## src/rtl/light_level_smoother_tamper_assert.svh

```systemverilog
// ----------------------------------------------------------------------------
// Assertion macros for the light level smoother
// Concurrent check wrappers on clk_i, with and without the reset disable.
// ----------------------------------------------------------------------------
`ifndef LIGHT_LEVEL_SMOOTHER_TAMPER_ASSERT_SVH
`define LIGHT_LEVEL_SMOOTHER_TAMPER_ASSERT_SVH

// check that is off while rst_ni is low
`define LLST_ASSERT(lbl, prop, msg) \
  lbl: assert property (@(posedge clk_i) disable iff (!rst_ni) prop) else $error(msg);

// check that also runs during reset
`define LLST_ASSERT_AR(lbl, prop, msg) \
  lbl: assert property (@(posedge clk_i) prop) else $error(msg);

`endif

```

## src/rtl/llst_pkg.sv

```systemverilog
// ----------------------------------------------------------------------------
// llst_pkg
// Widths, reset values and the sample scaling function of the smoother.
// ----------------------------------------------------------------------------
`default_nettype none

package llst_pkg;

  localparam int unsigned RAW_W          = 12;
  localparam int unsigned LEVEL_W        = 10;
  localparam int unsigned DEFAULT_WINDOW = 8;

  localparam logic [RAW_W-1:0]   ADC_FULL     = 12'd4095;
  localparam logic [LEVEL_W-1:0] THRESH_RESET = 10'd512;

  // (4095 - raw) * 1023 / 4095, truncated.
  // x * 1023 = (x << 10) - x; division by 4095 = 2^12 - 1 uses
  // floor(y / 4095) = (y + (y >> 12) + 1) >> 12, exact for y < 2^24.
  function automatic logic [LEVEL_W-1:0] scale_sample(input logic [RAW_W-1:0] raw);
    logic [RAW_W-1:0] inv;
    logic [21:0]      prod;
    logic [22:0]      acc;
    inv  = ADC_FULL - raw;
    prod = {inv, 10'b0} - {10'b0, inv};
    acc  = {1'b0, prod} + {13'b0, prod[21:12]} + 23'd1;
    return acc[21:12];
  endfunction

endpackage

`default_nettype wire

```

## src/rtl/llst_cell.sv

```systemverilog
// ----------------------------------------------------------------------------
// llst_cell
// One window entry: holds a scaled sample and passes it on at each shift.
// ----------------------------------------------------------------------------
`default_nettype none

module llst_cell
  import llst_pkg::*;
(
  input  logic               clk_i,
  input  logic               rst_ni,
  input  logic               shift_i,
  input  logic [LEVEL_W-1:0] d_i,
  output logic [LEVEL_W-1:0] q_o
);

  logic [LEVEL_W-1:0] sample_q, sample_d;

  assign sample_d = shift_i ? d_i : sample_q;

  always_ff @(posedge clk_i or negedge rst_ni) begin
    if (!rst_ni) begin
      sample_q <= '0;
    end else begin
      sample_q <= sample_d;
    end
  end

  assign q_o = sample_q;

endmodule

`default_nettype wire

```

## src/rtl/llst_mean.sv

```systemverilog
// ----------------------------------------------------------------------------
// llst_mean
// Window sum divided by WINDOW through a registered reciprocal multiply.
// ----------------------------------------------------------------------------
`default_nettype none

module llst_mean
  import llst_pkg::*;
#(
  parameter int unsigned WINDOW = DEFAULT_WINDOW,
  parameter int unsigned SUM_W  = LEVEL_W + $clog2(WINDOW)
) (
  input  logic               clk_i,
  input  logic               rst_ni,
  input  logic               load_i,
  input  logic [SUM_W-1:0]   sum_i,
  output logic [LEVEL_W-1:0] mean_o
);

  // floor(s / W) = (s * ceil(2^K / W)) >> K for s < 2^SUM_W, K = SUM_W + clog2(W)
  localparam int unsigned SHIFT  = SUM_W + $clog2(WINDOW);
  localparam int unsigned RCP_W  = SUM_W + 2;
  localparam int unsigned PROD_W = SUM_W + RCP_W;
  localparam logic [RCP_W-1:0] RECIP =
    RCP_W'(((64'd1 << SHIFT) + 64'(WINDOW) - 64'd1) / 64'(WINDOW));

  logic [PROD_W-1:0] prod_q, prod_d;

  assign prod_d = load_i ? (PROD_W'(sum_i) * PROD_W'(RECIP)) : prod_q;

  always_ff @(posedge clk_i or negedge rst_ni) begin
    if (!rst_ni) begin
      prod_q <= '0;
    end else begin
      prod_q <= prod_d;
    end
  end

  assign mean_o = prod_q[SHIFT +: LEVEL_W];

endmodule

`default_nettype wire

```

## src/rtl/light_level_smoother_tamper.sv

```systemverilog
// ----------------------------------------------------------------------------
// light_level_smoother_tamper
// Moving average of inverted, scaled light samples with a tamper threshold.
// ----------------------------------------------------------------------------
//  port group   handshake                  payload
//  input        in_valid_i / in_ready_o    raw_sample_i
//  result       out_valid_o / out_ready_i  light_level_o, tamper_o,
//                                          tamper_rise_o, tamper_fall_o
//  config       cfg_valid_i / cfg_ready_o  cfg_tamper_threshold_i
//
//  One item per cycle sustained while the result side accepts; each item passes
//  through four register stages (scale, window shift with running sum,
//  reciprocal multiply, compare).
//  Each stage moves when the stage after it is empty or moving, so bubbles
//  fill while a result waits at the output register.
//  Reset clears the window cells, the sum, the tamper flag and all valids;
//  no clearing pass is needed. Config is always ready.
// ----------------------------------------------------------------------------
`default_nettype none

`include "light_level_smoother_tamper_assert.svh"

module light_level_smoother_tamper
  import llst_pkg::*;
#(
  parameter int unsigned WINDOW = DEFAULT_WINDOW
) (
  input  logic               clk_i,
  input  logic               rst_ni,
  input  logic               in_valid_i,
  output logic               in_ready_o,
  input  logic [RAW_W-1:0]   raw_sample_i,
  output logic               out_valid_o,
  input  logic               out_ready_i,
  output logic [LEVEL_W-1:0] light_level_o,
  output logic               tamper_o,
  output logic               tamper_rise_o,
  output logic               tamper_fall_o,
  input  logic               cfg_valid_i,
  output logic               cfg_ready_o,
  input  logic [LEVEL_W-1:0] cfg_tamper_threshold_i
);

  localparam int unsigned SUM_W = LEVEL_W + $clog2(WINDOW);

  // stage enables
  logic en1, en2, en3, en4;

  logic               s1_valid_q, s1_valid_d;
  logic [LEVEL_W-1:0] scaled_q, scaled_d;
  logic               s2_valid_q, s2_valid_d;
  logic [SUM_W-1:0]   sum_q, sum_d;
  logic               s3_valid_q, s3_valid_d;
  logic               out_valid_q, out_valid_d;
  logic [LEVEL_W-1:0] level_q, level_d;
  logic               tamper_q, tamper_d;
  logic               rise_q, rise_d;
  logic               fall_q, fall_d;
  logic               tamper_flag_q, tamper_flag_d;
  logic [LEVEL_W-1:0] thresh_q, thresh_d;

  logic               shift;
  logic [LEVEL_W-1:0] cell_q [WINDOW];
  logic [LEVEL_W-1:0] mean;
  logic               now_tamper;

  assign en4 = !out_valid_q || out_ready_i;
  assign en3 = !s3_valid_q || en4;
  assign en2 = !s2_valid_q || en3;
  assign en1 = !s1_valid_q || en2;

  assign in_ready_o  = en1;
  assign cfg_ready_o = 1'b1;

  // stage 1: invert and scale
  assign s1_valid_d = en1 ? in_valid_i : s1_valid_q;
  assign scaled_d   = (en1 && in_valid_i) ? scale_sample(raw_sample_i) : scaled_q;

  // stage 2: window shift and running sum
  assign shift      = en2 && s1_valid_q;
  assign s2_valid_d = en2 ? s1_valid_q : s2_valid_q;
  assign sum_d      = shift ? (sum_q + SUM_W'(scaled_q) - SUM_W'(cell_q[WINDOW-1])) : sum_q;

  for (genvar k = 0; k < WINDOW; k++) begin : g_cell
    llst_cell u_cell (
      .clk_i   (clk_i),
      .rst_ni  (rst_ni),
      .shift_i (shift),
      .d_i     ((k == 0) ? scaled_q : cell_q[(k == 0) ? 0 : k-1]),
      .q_o     (cell_q[k])
    );
  end

  // stage 3: mean
  assign s3_valid_d = en3 ? s2_valid_q : s3_valid_q;

  llst_mean #(
    .WINDOW (WINDOW),
    .SUM_W  (SUM_W)
  ) u_mean (
    .clk_i  (clk_i),
    .rst_ni (rst_ni),
    .load_i (en3 && s2_valid_q),
    .sum_i  (sum_q),
    .mean_o (mean)
  );

  // stage 4: threshold and edge flags
  assign now_tamper    = mean > thresh_q;
  assign out_valid_d   = en4 ? s3_valid_q : out_valid_q;
  assign level_d       = (en4 && s3_valid_q) ? mean : level_q;
  assign tamper_d      = (en4 && s3_valid_q) ? now_tamper : tamper_q;
  assign rise_d        = (en4 && s3_valid_q) ? (now_tamper && !tamper_flag_q) : rise_q;
  assign fall_d        = (en4 && s3_valid_q) ? (!now_tamper && tamper_flag_q) : fall_q;
  assign tamper_flag_d = (en4 && s3_valid_q) ? now_tamper : tamper_flag_q;

  assign thresh_d = cfg_valid_i ? cfg_tamper_threshold_i : thresh_q;

  always_ff @(posedge clk_i or negedge rst_ni) begin
    if (!rst_ni) begin
      s1_valid_q    <= 1'b0;
      s2_valid_q    <= 1'b0;
      s3_valid_q    <= 1'b0;
      out_valid_q   <= 1'b0;
      sum_q         <= '0;
      tamper_flag_q <= 1'b0;
      thresh_q      <= THRESH_RESET;
    end else begin
      s1_valid_q    <= s1_valid_d;
      s2_valid_q    <= s2_valid_d;
      s3_valid_q    <= s3_valid_d;
      out_valid_q   <= out_valid_d;
      sum_q         <= sum_d;
      tamper_flag_q <= tamper_flag_d;
      thresh_q      <= thresh_d;
    end
  end

  always_ff @(posedge clk_i) begin
    scaled_q <= scaled_d;
    level_q  <= level_d;
    tamper_q <= tamper_d;
    rise_q   <= rise_d;
    fall_q   <= fall_d;
  end

  assign out_valid_o   = out_valid_q;
  assign light_level_o = level_q;
  assign tamper_o      = tamper_q;
  assign tamper_rise_o = rise_q;
  assign tamper_fall_o = fall_q;

  `LLST_ASSERT(a_no_rise_and_fall, out_valid_o |-> !(tamper_rise_o && tamper_fall_o), "rise+fall")
  `LLST_ASSERT(a_tamper_lvl, out_valid_o |-> tamper_o == (light_level_o > thresh_q), "bad tamper")
  `LLST_ASSERT(a_flag_sync, out_valid_o |-> tamper_flag_q == tamper_o, "flag out of step")
  `LLST_ASSERT(a_stall_at_out, !in_ready_o |-> out_valid_o && !out_ready_i, "needless stall")

endmodule

`default_nettype wire

```

## config.mk

```make
export PLATFORM = sky130hd
export DESIGN_NAME = light_level_smoother_tamper
export DESIGN_NICKNAME = d
export VERILOG_FILES = /design/src/rtl/llst_pkg.sv /design/src/rtl/llst_cell.sv /design/src/rtl/llst_mean.sv /design/src/rtl/light_level_smoother_tamper.sv
export VERILOG_INCLUDE_DIRS = /design/src /design/src/rtl
export SDC_FILE = /design/constraint.sdc
export NUM_CORES = 1
export LEC_CHECK = 0
export BUFFER_PORTS_ARGS = -buffer_cell sky130_fd_sc_hd__buf_2
export CORE_MARGIN = 5
export CORE_UTILIZATION = 30
export CTS_CLUSTER_DIAMETER = 200
export DETAILED_ROUTE_END_ITERATION = 8
export HOLD_SLACK_MARGIN = 0.06
export MAX_ROUTING_LAYER = met4
export SLEW_MARGIN = 20
export SYNTH_ARGS = -nofsm -noshare
export SYNTH_HDL_FRONTEND = slang
export SYNTH_HIERARCHICAL = 1
export SYNTH_SLANG_ARGS = --single-unit
export TNS_END_PERCENT = 20
```

## constraint.sdc

```tcl
create_clock -name clk_i -period 5 [get_ports clk_i]
set_input_delay 0.25 -clock clk_i [delete_from_list [all_inputs] [get_ports clk_i]]
set_output_delay 0.25 -clock clk_i [all_outputs]
set_load 0.05 [all_outputs]
```

-- Word level (Yosys, flattened, before mapping)
Index checks and enable logic that the tools add are counted.
- reductions and logical operators: 16
- add/subtract/negate cells: 6
- magnitude comparators: 1
- operators with widths (cell ; count):
    $add A22 B1 Y22 const B ; 1
    $add A22 B10 Y22 ; 1
    $sub A22 B12 Y22 ; 1
    $add A13 B10 Y13 ; 1
    $sub A13 B10 Y13 ; 1
    $sub A12 B12 Y12 const A ; 1
    $gt A10 B10 Y1 ; 1
    $logic_and A1 B1 Y1 ; 6
    $logic_not A1 Y1 ; 6
    $logic_or A1 B1 Y1 ; 4
- bits of input ports: 27
- word-level logic and storage cells: 44
- register bits: 144

-- Longest topological paths before layout
- depth in word-level cells: 6
- mapped depth: 16
- depth with buffers taken out: 15

-- By module
The synthesis kept the hierarchy.
- by module, submodules not included (module ; area each (um^2) ; times used ; cells each):
    light_level_smoother_tamper ; 3992.6 ; 1 ; 431
    llst_cell ; 411.6 ; 8 ; 21
    llst_mean ; 411.6 ; 1 ; 21

-- Worst setup path after synthesis
OpenSTA, ideal clock, no wires.
- path kind: input port to flip-flop
- from: in raw_sample_i[1]
- to: reg scaled_q[1] (data pin)
- arrival: 3.143 ns
- cell stages on the path: 14
- library setup time: 0.268 ns
- required time: 4.732 ns
- setup slack: 1.589 ns
- buffers on the path: 1
- path through: inv_1 -> ha_1 -> buf_4 -> a21o_2 -> nor2_1 -> o31ai_1 -> or3_1 -> and2_1 -> ha_1 -> a21o_1 -> a2111oi_0 -> a2111o_1 -> a21oi_1 -> xor2_1
- cells in the longest elaborated chain, start to end: 4
- ends and longest elaborated chain (item ; RTL line ; RTL):
    from (decl) ; light_level_smoother_tamper.sv:32 ; input logic [RAW_W-1:0] raw_sample_i,
    $sub A12 B12 Y12 ; llst_pkg.sv:23 ; inv = ADC_FULL - raw;
    $sub A22 B12 Y22 ; llst_pkg.sv:24 ; prod = {inv, 10'b0} - {10'b0, inv};
    $add A22 B10 Y22 ; llst_pkg.sv:25 ; acc = {1'b0, prod} + {13'b0, prod[21:12]} + 23'd1;
    $add A22 B1 Y22 ; llst_pkg.sv:25 ;
    to (signal assigned) ; light_level_smoother_tamper.sv:140 ; scaled_q <= scaled_d;
    to (decl) ; light_level_smoother_tamper.sv:50 ; logic [LEVEL_W-1:0] scaled_q, scaled_d;
No other way between the ends.
A chain may end at the register's enable or synchronous reset.

-- Worst setup path after layout
- from: in raw_sample_i[1]
- to: reg scaled_q[5] (data pin)
The elaborated chain is that of the path after synthesis.

==> reports/metrics.cfg <==
[synthesis]
yosysWarnings=6
synth.most_common_cell=dfrtp_1
ys_ff_latch=141
yosysSeqAreaShare_pct=47.4
netlist_instances=620
synth_area_per_cell_um2=12.4
ys.flop_type=dfrtp_1
synth_top_family_by_area=multiplexers
synth_top_cell_area_share_pct=38.0
synthSimpleGateAreaFrac_pct=9.15
yosys.area_share.xor_xnor_pct=3.64
synthAdderAreaFrac_pct=8.29
synthArstFlopShare_pct=83.7
syn_area_mm2=0.00770
synth_area_leaders=dfrtp_1 (38%), mux2_4 (18%), edfxtp_1 (9.0%)
netlist-cell-type-count=64
synth_compound_area_share_pct=7.48
synth_edf_count=23
synth_mux_area_share_pct=18.6
synth_common_cells=dfrtp_1 (117), mux2_4 (91), inv_1 (65)
yosysTopAreaCell=dfrtp_1
synth_nets=692

[sta]
fmax_ghz=0.271
rsz0062_at_grt=false
slew_viol_final=0
setup_viol=0
timing.final.ws_setup_ps=1320
skew_ps=12.0
period_needed_ps=3680
hold_viol_final=0
tightest_slew_ps=992
hold_ws_ps=130
relSlewSlack_pct=33.9
finalCritPeriodShare_pct=73.7
setup_tns_ps=0

[floorplanning]
start_util_pct=30.5
pin_count=43
dieArea_mm2=0.0290
fp.dieH_um=170
core_area_mm2=0.0253
rows=58
fp.dieW_um=170

[global_route]
grt_use_total_pct=10.1
met3_usage_pct=2.88
use_met1_pct=13.8
grt_pass1_wl_um=23000
antenna_found_initial=0
gr-max-usage-layer=met2
overflow=0
grt_start_max_net_pins=75
grt_pass1_vias=4589
grtUsageMet2_pct=14.3

[hold_path]
worstHoldStart=out_ready_i
whs_endpoint=out_valid_o
min_path_cells=3
min_path_type=primary input to flop

[cts]
h-tree-depth=4
clockRootBuffer=clkbuf_16
cts_setup_buffers=0
clk_latency_ps=420
cts_tree=done
clock-sinks=141
cts_resized=0
clockBufferDepth=2
clkTransAtPathRegs_ps=60
cts_buffers=17

[finish]
fillerInstances=2483
area_delta_synth_final_pct=15.6
antenna-diode-count=0
final_nets=747
drive_gt1_share_pct=27.2
final_area_mm2=0.00890

[worst_setup_path]
required_ps=5160
cp-end-kind=flop
r2r-start=scaled_q[1]
start_kind=primary input
critPathKind=primary input to flop
reg2reg_depth=11
max_stage_delay_ps=800
startpoint=raw_sample_i[1]
rrSetupSlack_ps=1730
critPathSlowestCell=a2111oi_0
rr_endpoint=sum_q[11]
worstPathArrival_ps=3840
crit_fanout=7
path_cells=buf_2 > inv_1 > ha_1 > nand3_1 > nor4_2 > nor2_1 > xnor2_1 > ha_1 > a21o_1 > a21o_1 > a2111oi_0 > a31oi_1 > a22oi_1 > nor3_2

[placement]
post-place-ws_ps=1010
dpl.hpwl_um=9560
port_buffers=41
gp_congestion=0.833
placed_area_mm2=0.00818

[pwr]
ir_drop_v=0.000263
totalPowerFinal_uw=5440
p_per_area_mw_per_mm2=612
p_leak_uw=0.00411

[detailed_routing]
drt-initial-drc-count=192
drt_first_pass_iters=4
drc=0
drt_wl_total_um=13400
vias=4576
wl_per_cell_um=13.2
antenna_left=0
routed_via_density=4.50

[outcome]
outcome=finished, final reports clean

[run]
max_cap_viol_count=0

-- where the power goes --
part | total (uW) | internal (uW) | leakage, uW | switching, uW
clock | 1270 | 807 | 0.000290 | 464
combinational | 2250 | 1180 | 0.00221 | 1070
sequential | 1930 | 1650 | 0.00162 | 277
total | 5440 | 3630 | 0.00411 | 1810
-- worst max path at each step --
stage,depth (start not counted),to,slack [ps]
2_1_floorplan,14,scaled_q[1],1590
3_3_place_gp,14,scaled_q[1],1040
3_5_place_dp,14,scaled_q[1],1010
4_1_cts,14,scaled_q[1],1420
5_1_grt,14,scaled_q[5],1010
6_report,14,scaled_q[5],1320
-- layout make-up --
type                    instances  area, um2  share of cell area [%]
flip-flops and latches        141       3640                    41.0
repair buffers                 57        358                    4.02
inverters                      65        246                    2.77
clock inverters                11        141                    1.59
multi-input cells             393       3630                    40.8
well taps                     330        413                    4.64
clock buffers                  21        460                    5.18
-- through the flow --
step / std cells / util [%]
after floorplan: 620 / -
after global placement: 974 / 32.4
after detailed placement: 974 / 32.4
after CTS: 1018 / 35.2
after global routing: 1018 / 35.2
final: 1018 / 35.2
-- cell usage in the layout, fill, tap and decap left out, types with 6 or more instances in the layout --
master / synthesis / layout
buf_2: 0 / 40
mux2_4: 91 / 91
nand4_1: 6 / 6
xnor2_1: 18 / 18
a21oi_1: 13 / 13
fa_1: 10 / 10
inv_1: 65 / 64
nor3_1: 13 / 13
nor4_1: 6 / 6
nor2_1: 14 / 14
a21o_1: 7 / 7
nand2_1: 38 / 38
nor2b_1: 6 / 6
dfrtp_1: 117 / 117
nand3_1: 18 / 18
xor2_1: 14 / 14
edfxtp_1: 23 / 23
clkbuf_16: 0 / 17
ha_1: 35 / 35
nand2b_1: 8 / 8
dlygate4sd3_1: 0 / 12
o21ai_0: 34 / 34
-- worst max-delay path, delay by kind of cell --
kind | cells | cell delay [ps]
compound gates | 5 | 1630
simple gates | 4 | 830
fa+ha+maj | 2 | 700
xor+xnor | 1 | 250
buf+inv | 2 | 180
-- registers in the layout (all words and copies together), names as in the netlist --
name / flops
tamper_o: 1
thresh_q: 10
scaled_q: 10
tamper_rise_o: 1
s3_valid_q: 1
tamper_fall_o: 1
g_cell.u_cell/q_o: 80
sum_q: 13
out_valid_o: 1
tamper_flag_q: 1
light_level_o: 10
s2_valid_q: 1
u_mean/prod_q: 10
s1_valid_q: 1
-- routing by layer --
metal	vias up	part of all wire (%)
met4	0	1.5
met2	61	45
met5	-	0
met1	2226	50
met3	15	3.2
li1	2274	-
-- kinds of logic (layout without fill, tap and decap cells) --
logic type               after synthesis  in the layout
flip-flops                           141            141
AND/OR/NAND/NOR                      133            133
multiplexers                          96             96
AO/OA/AOI/OAI                         86             86
buffers and inverters                 86            154
adder cells (fa/ha/maj)               45             45
XOR/XNOR                              32             32
other                                  1              1
-- what timing repair did --
item,CTS,global route
hold buffers,12,0
setup endpoints to repair,0,0
endpoints found under the hold margin,84,0
Power figures use the tool's default switching activity.
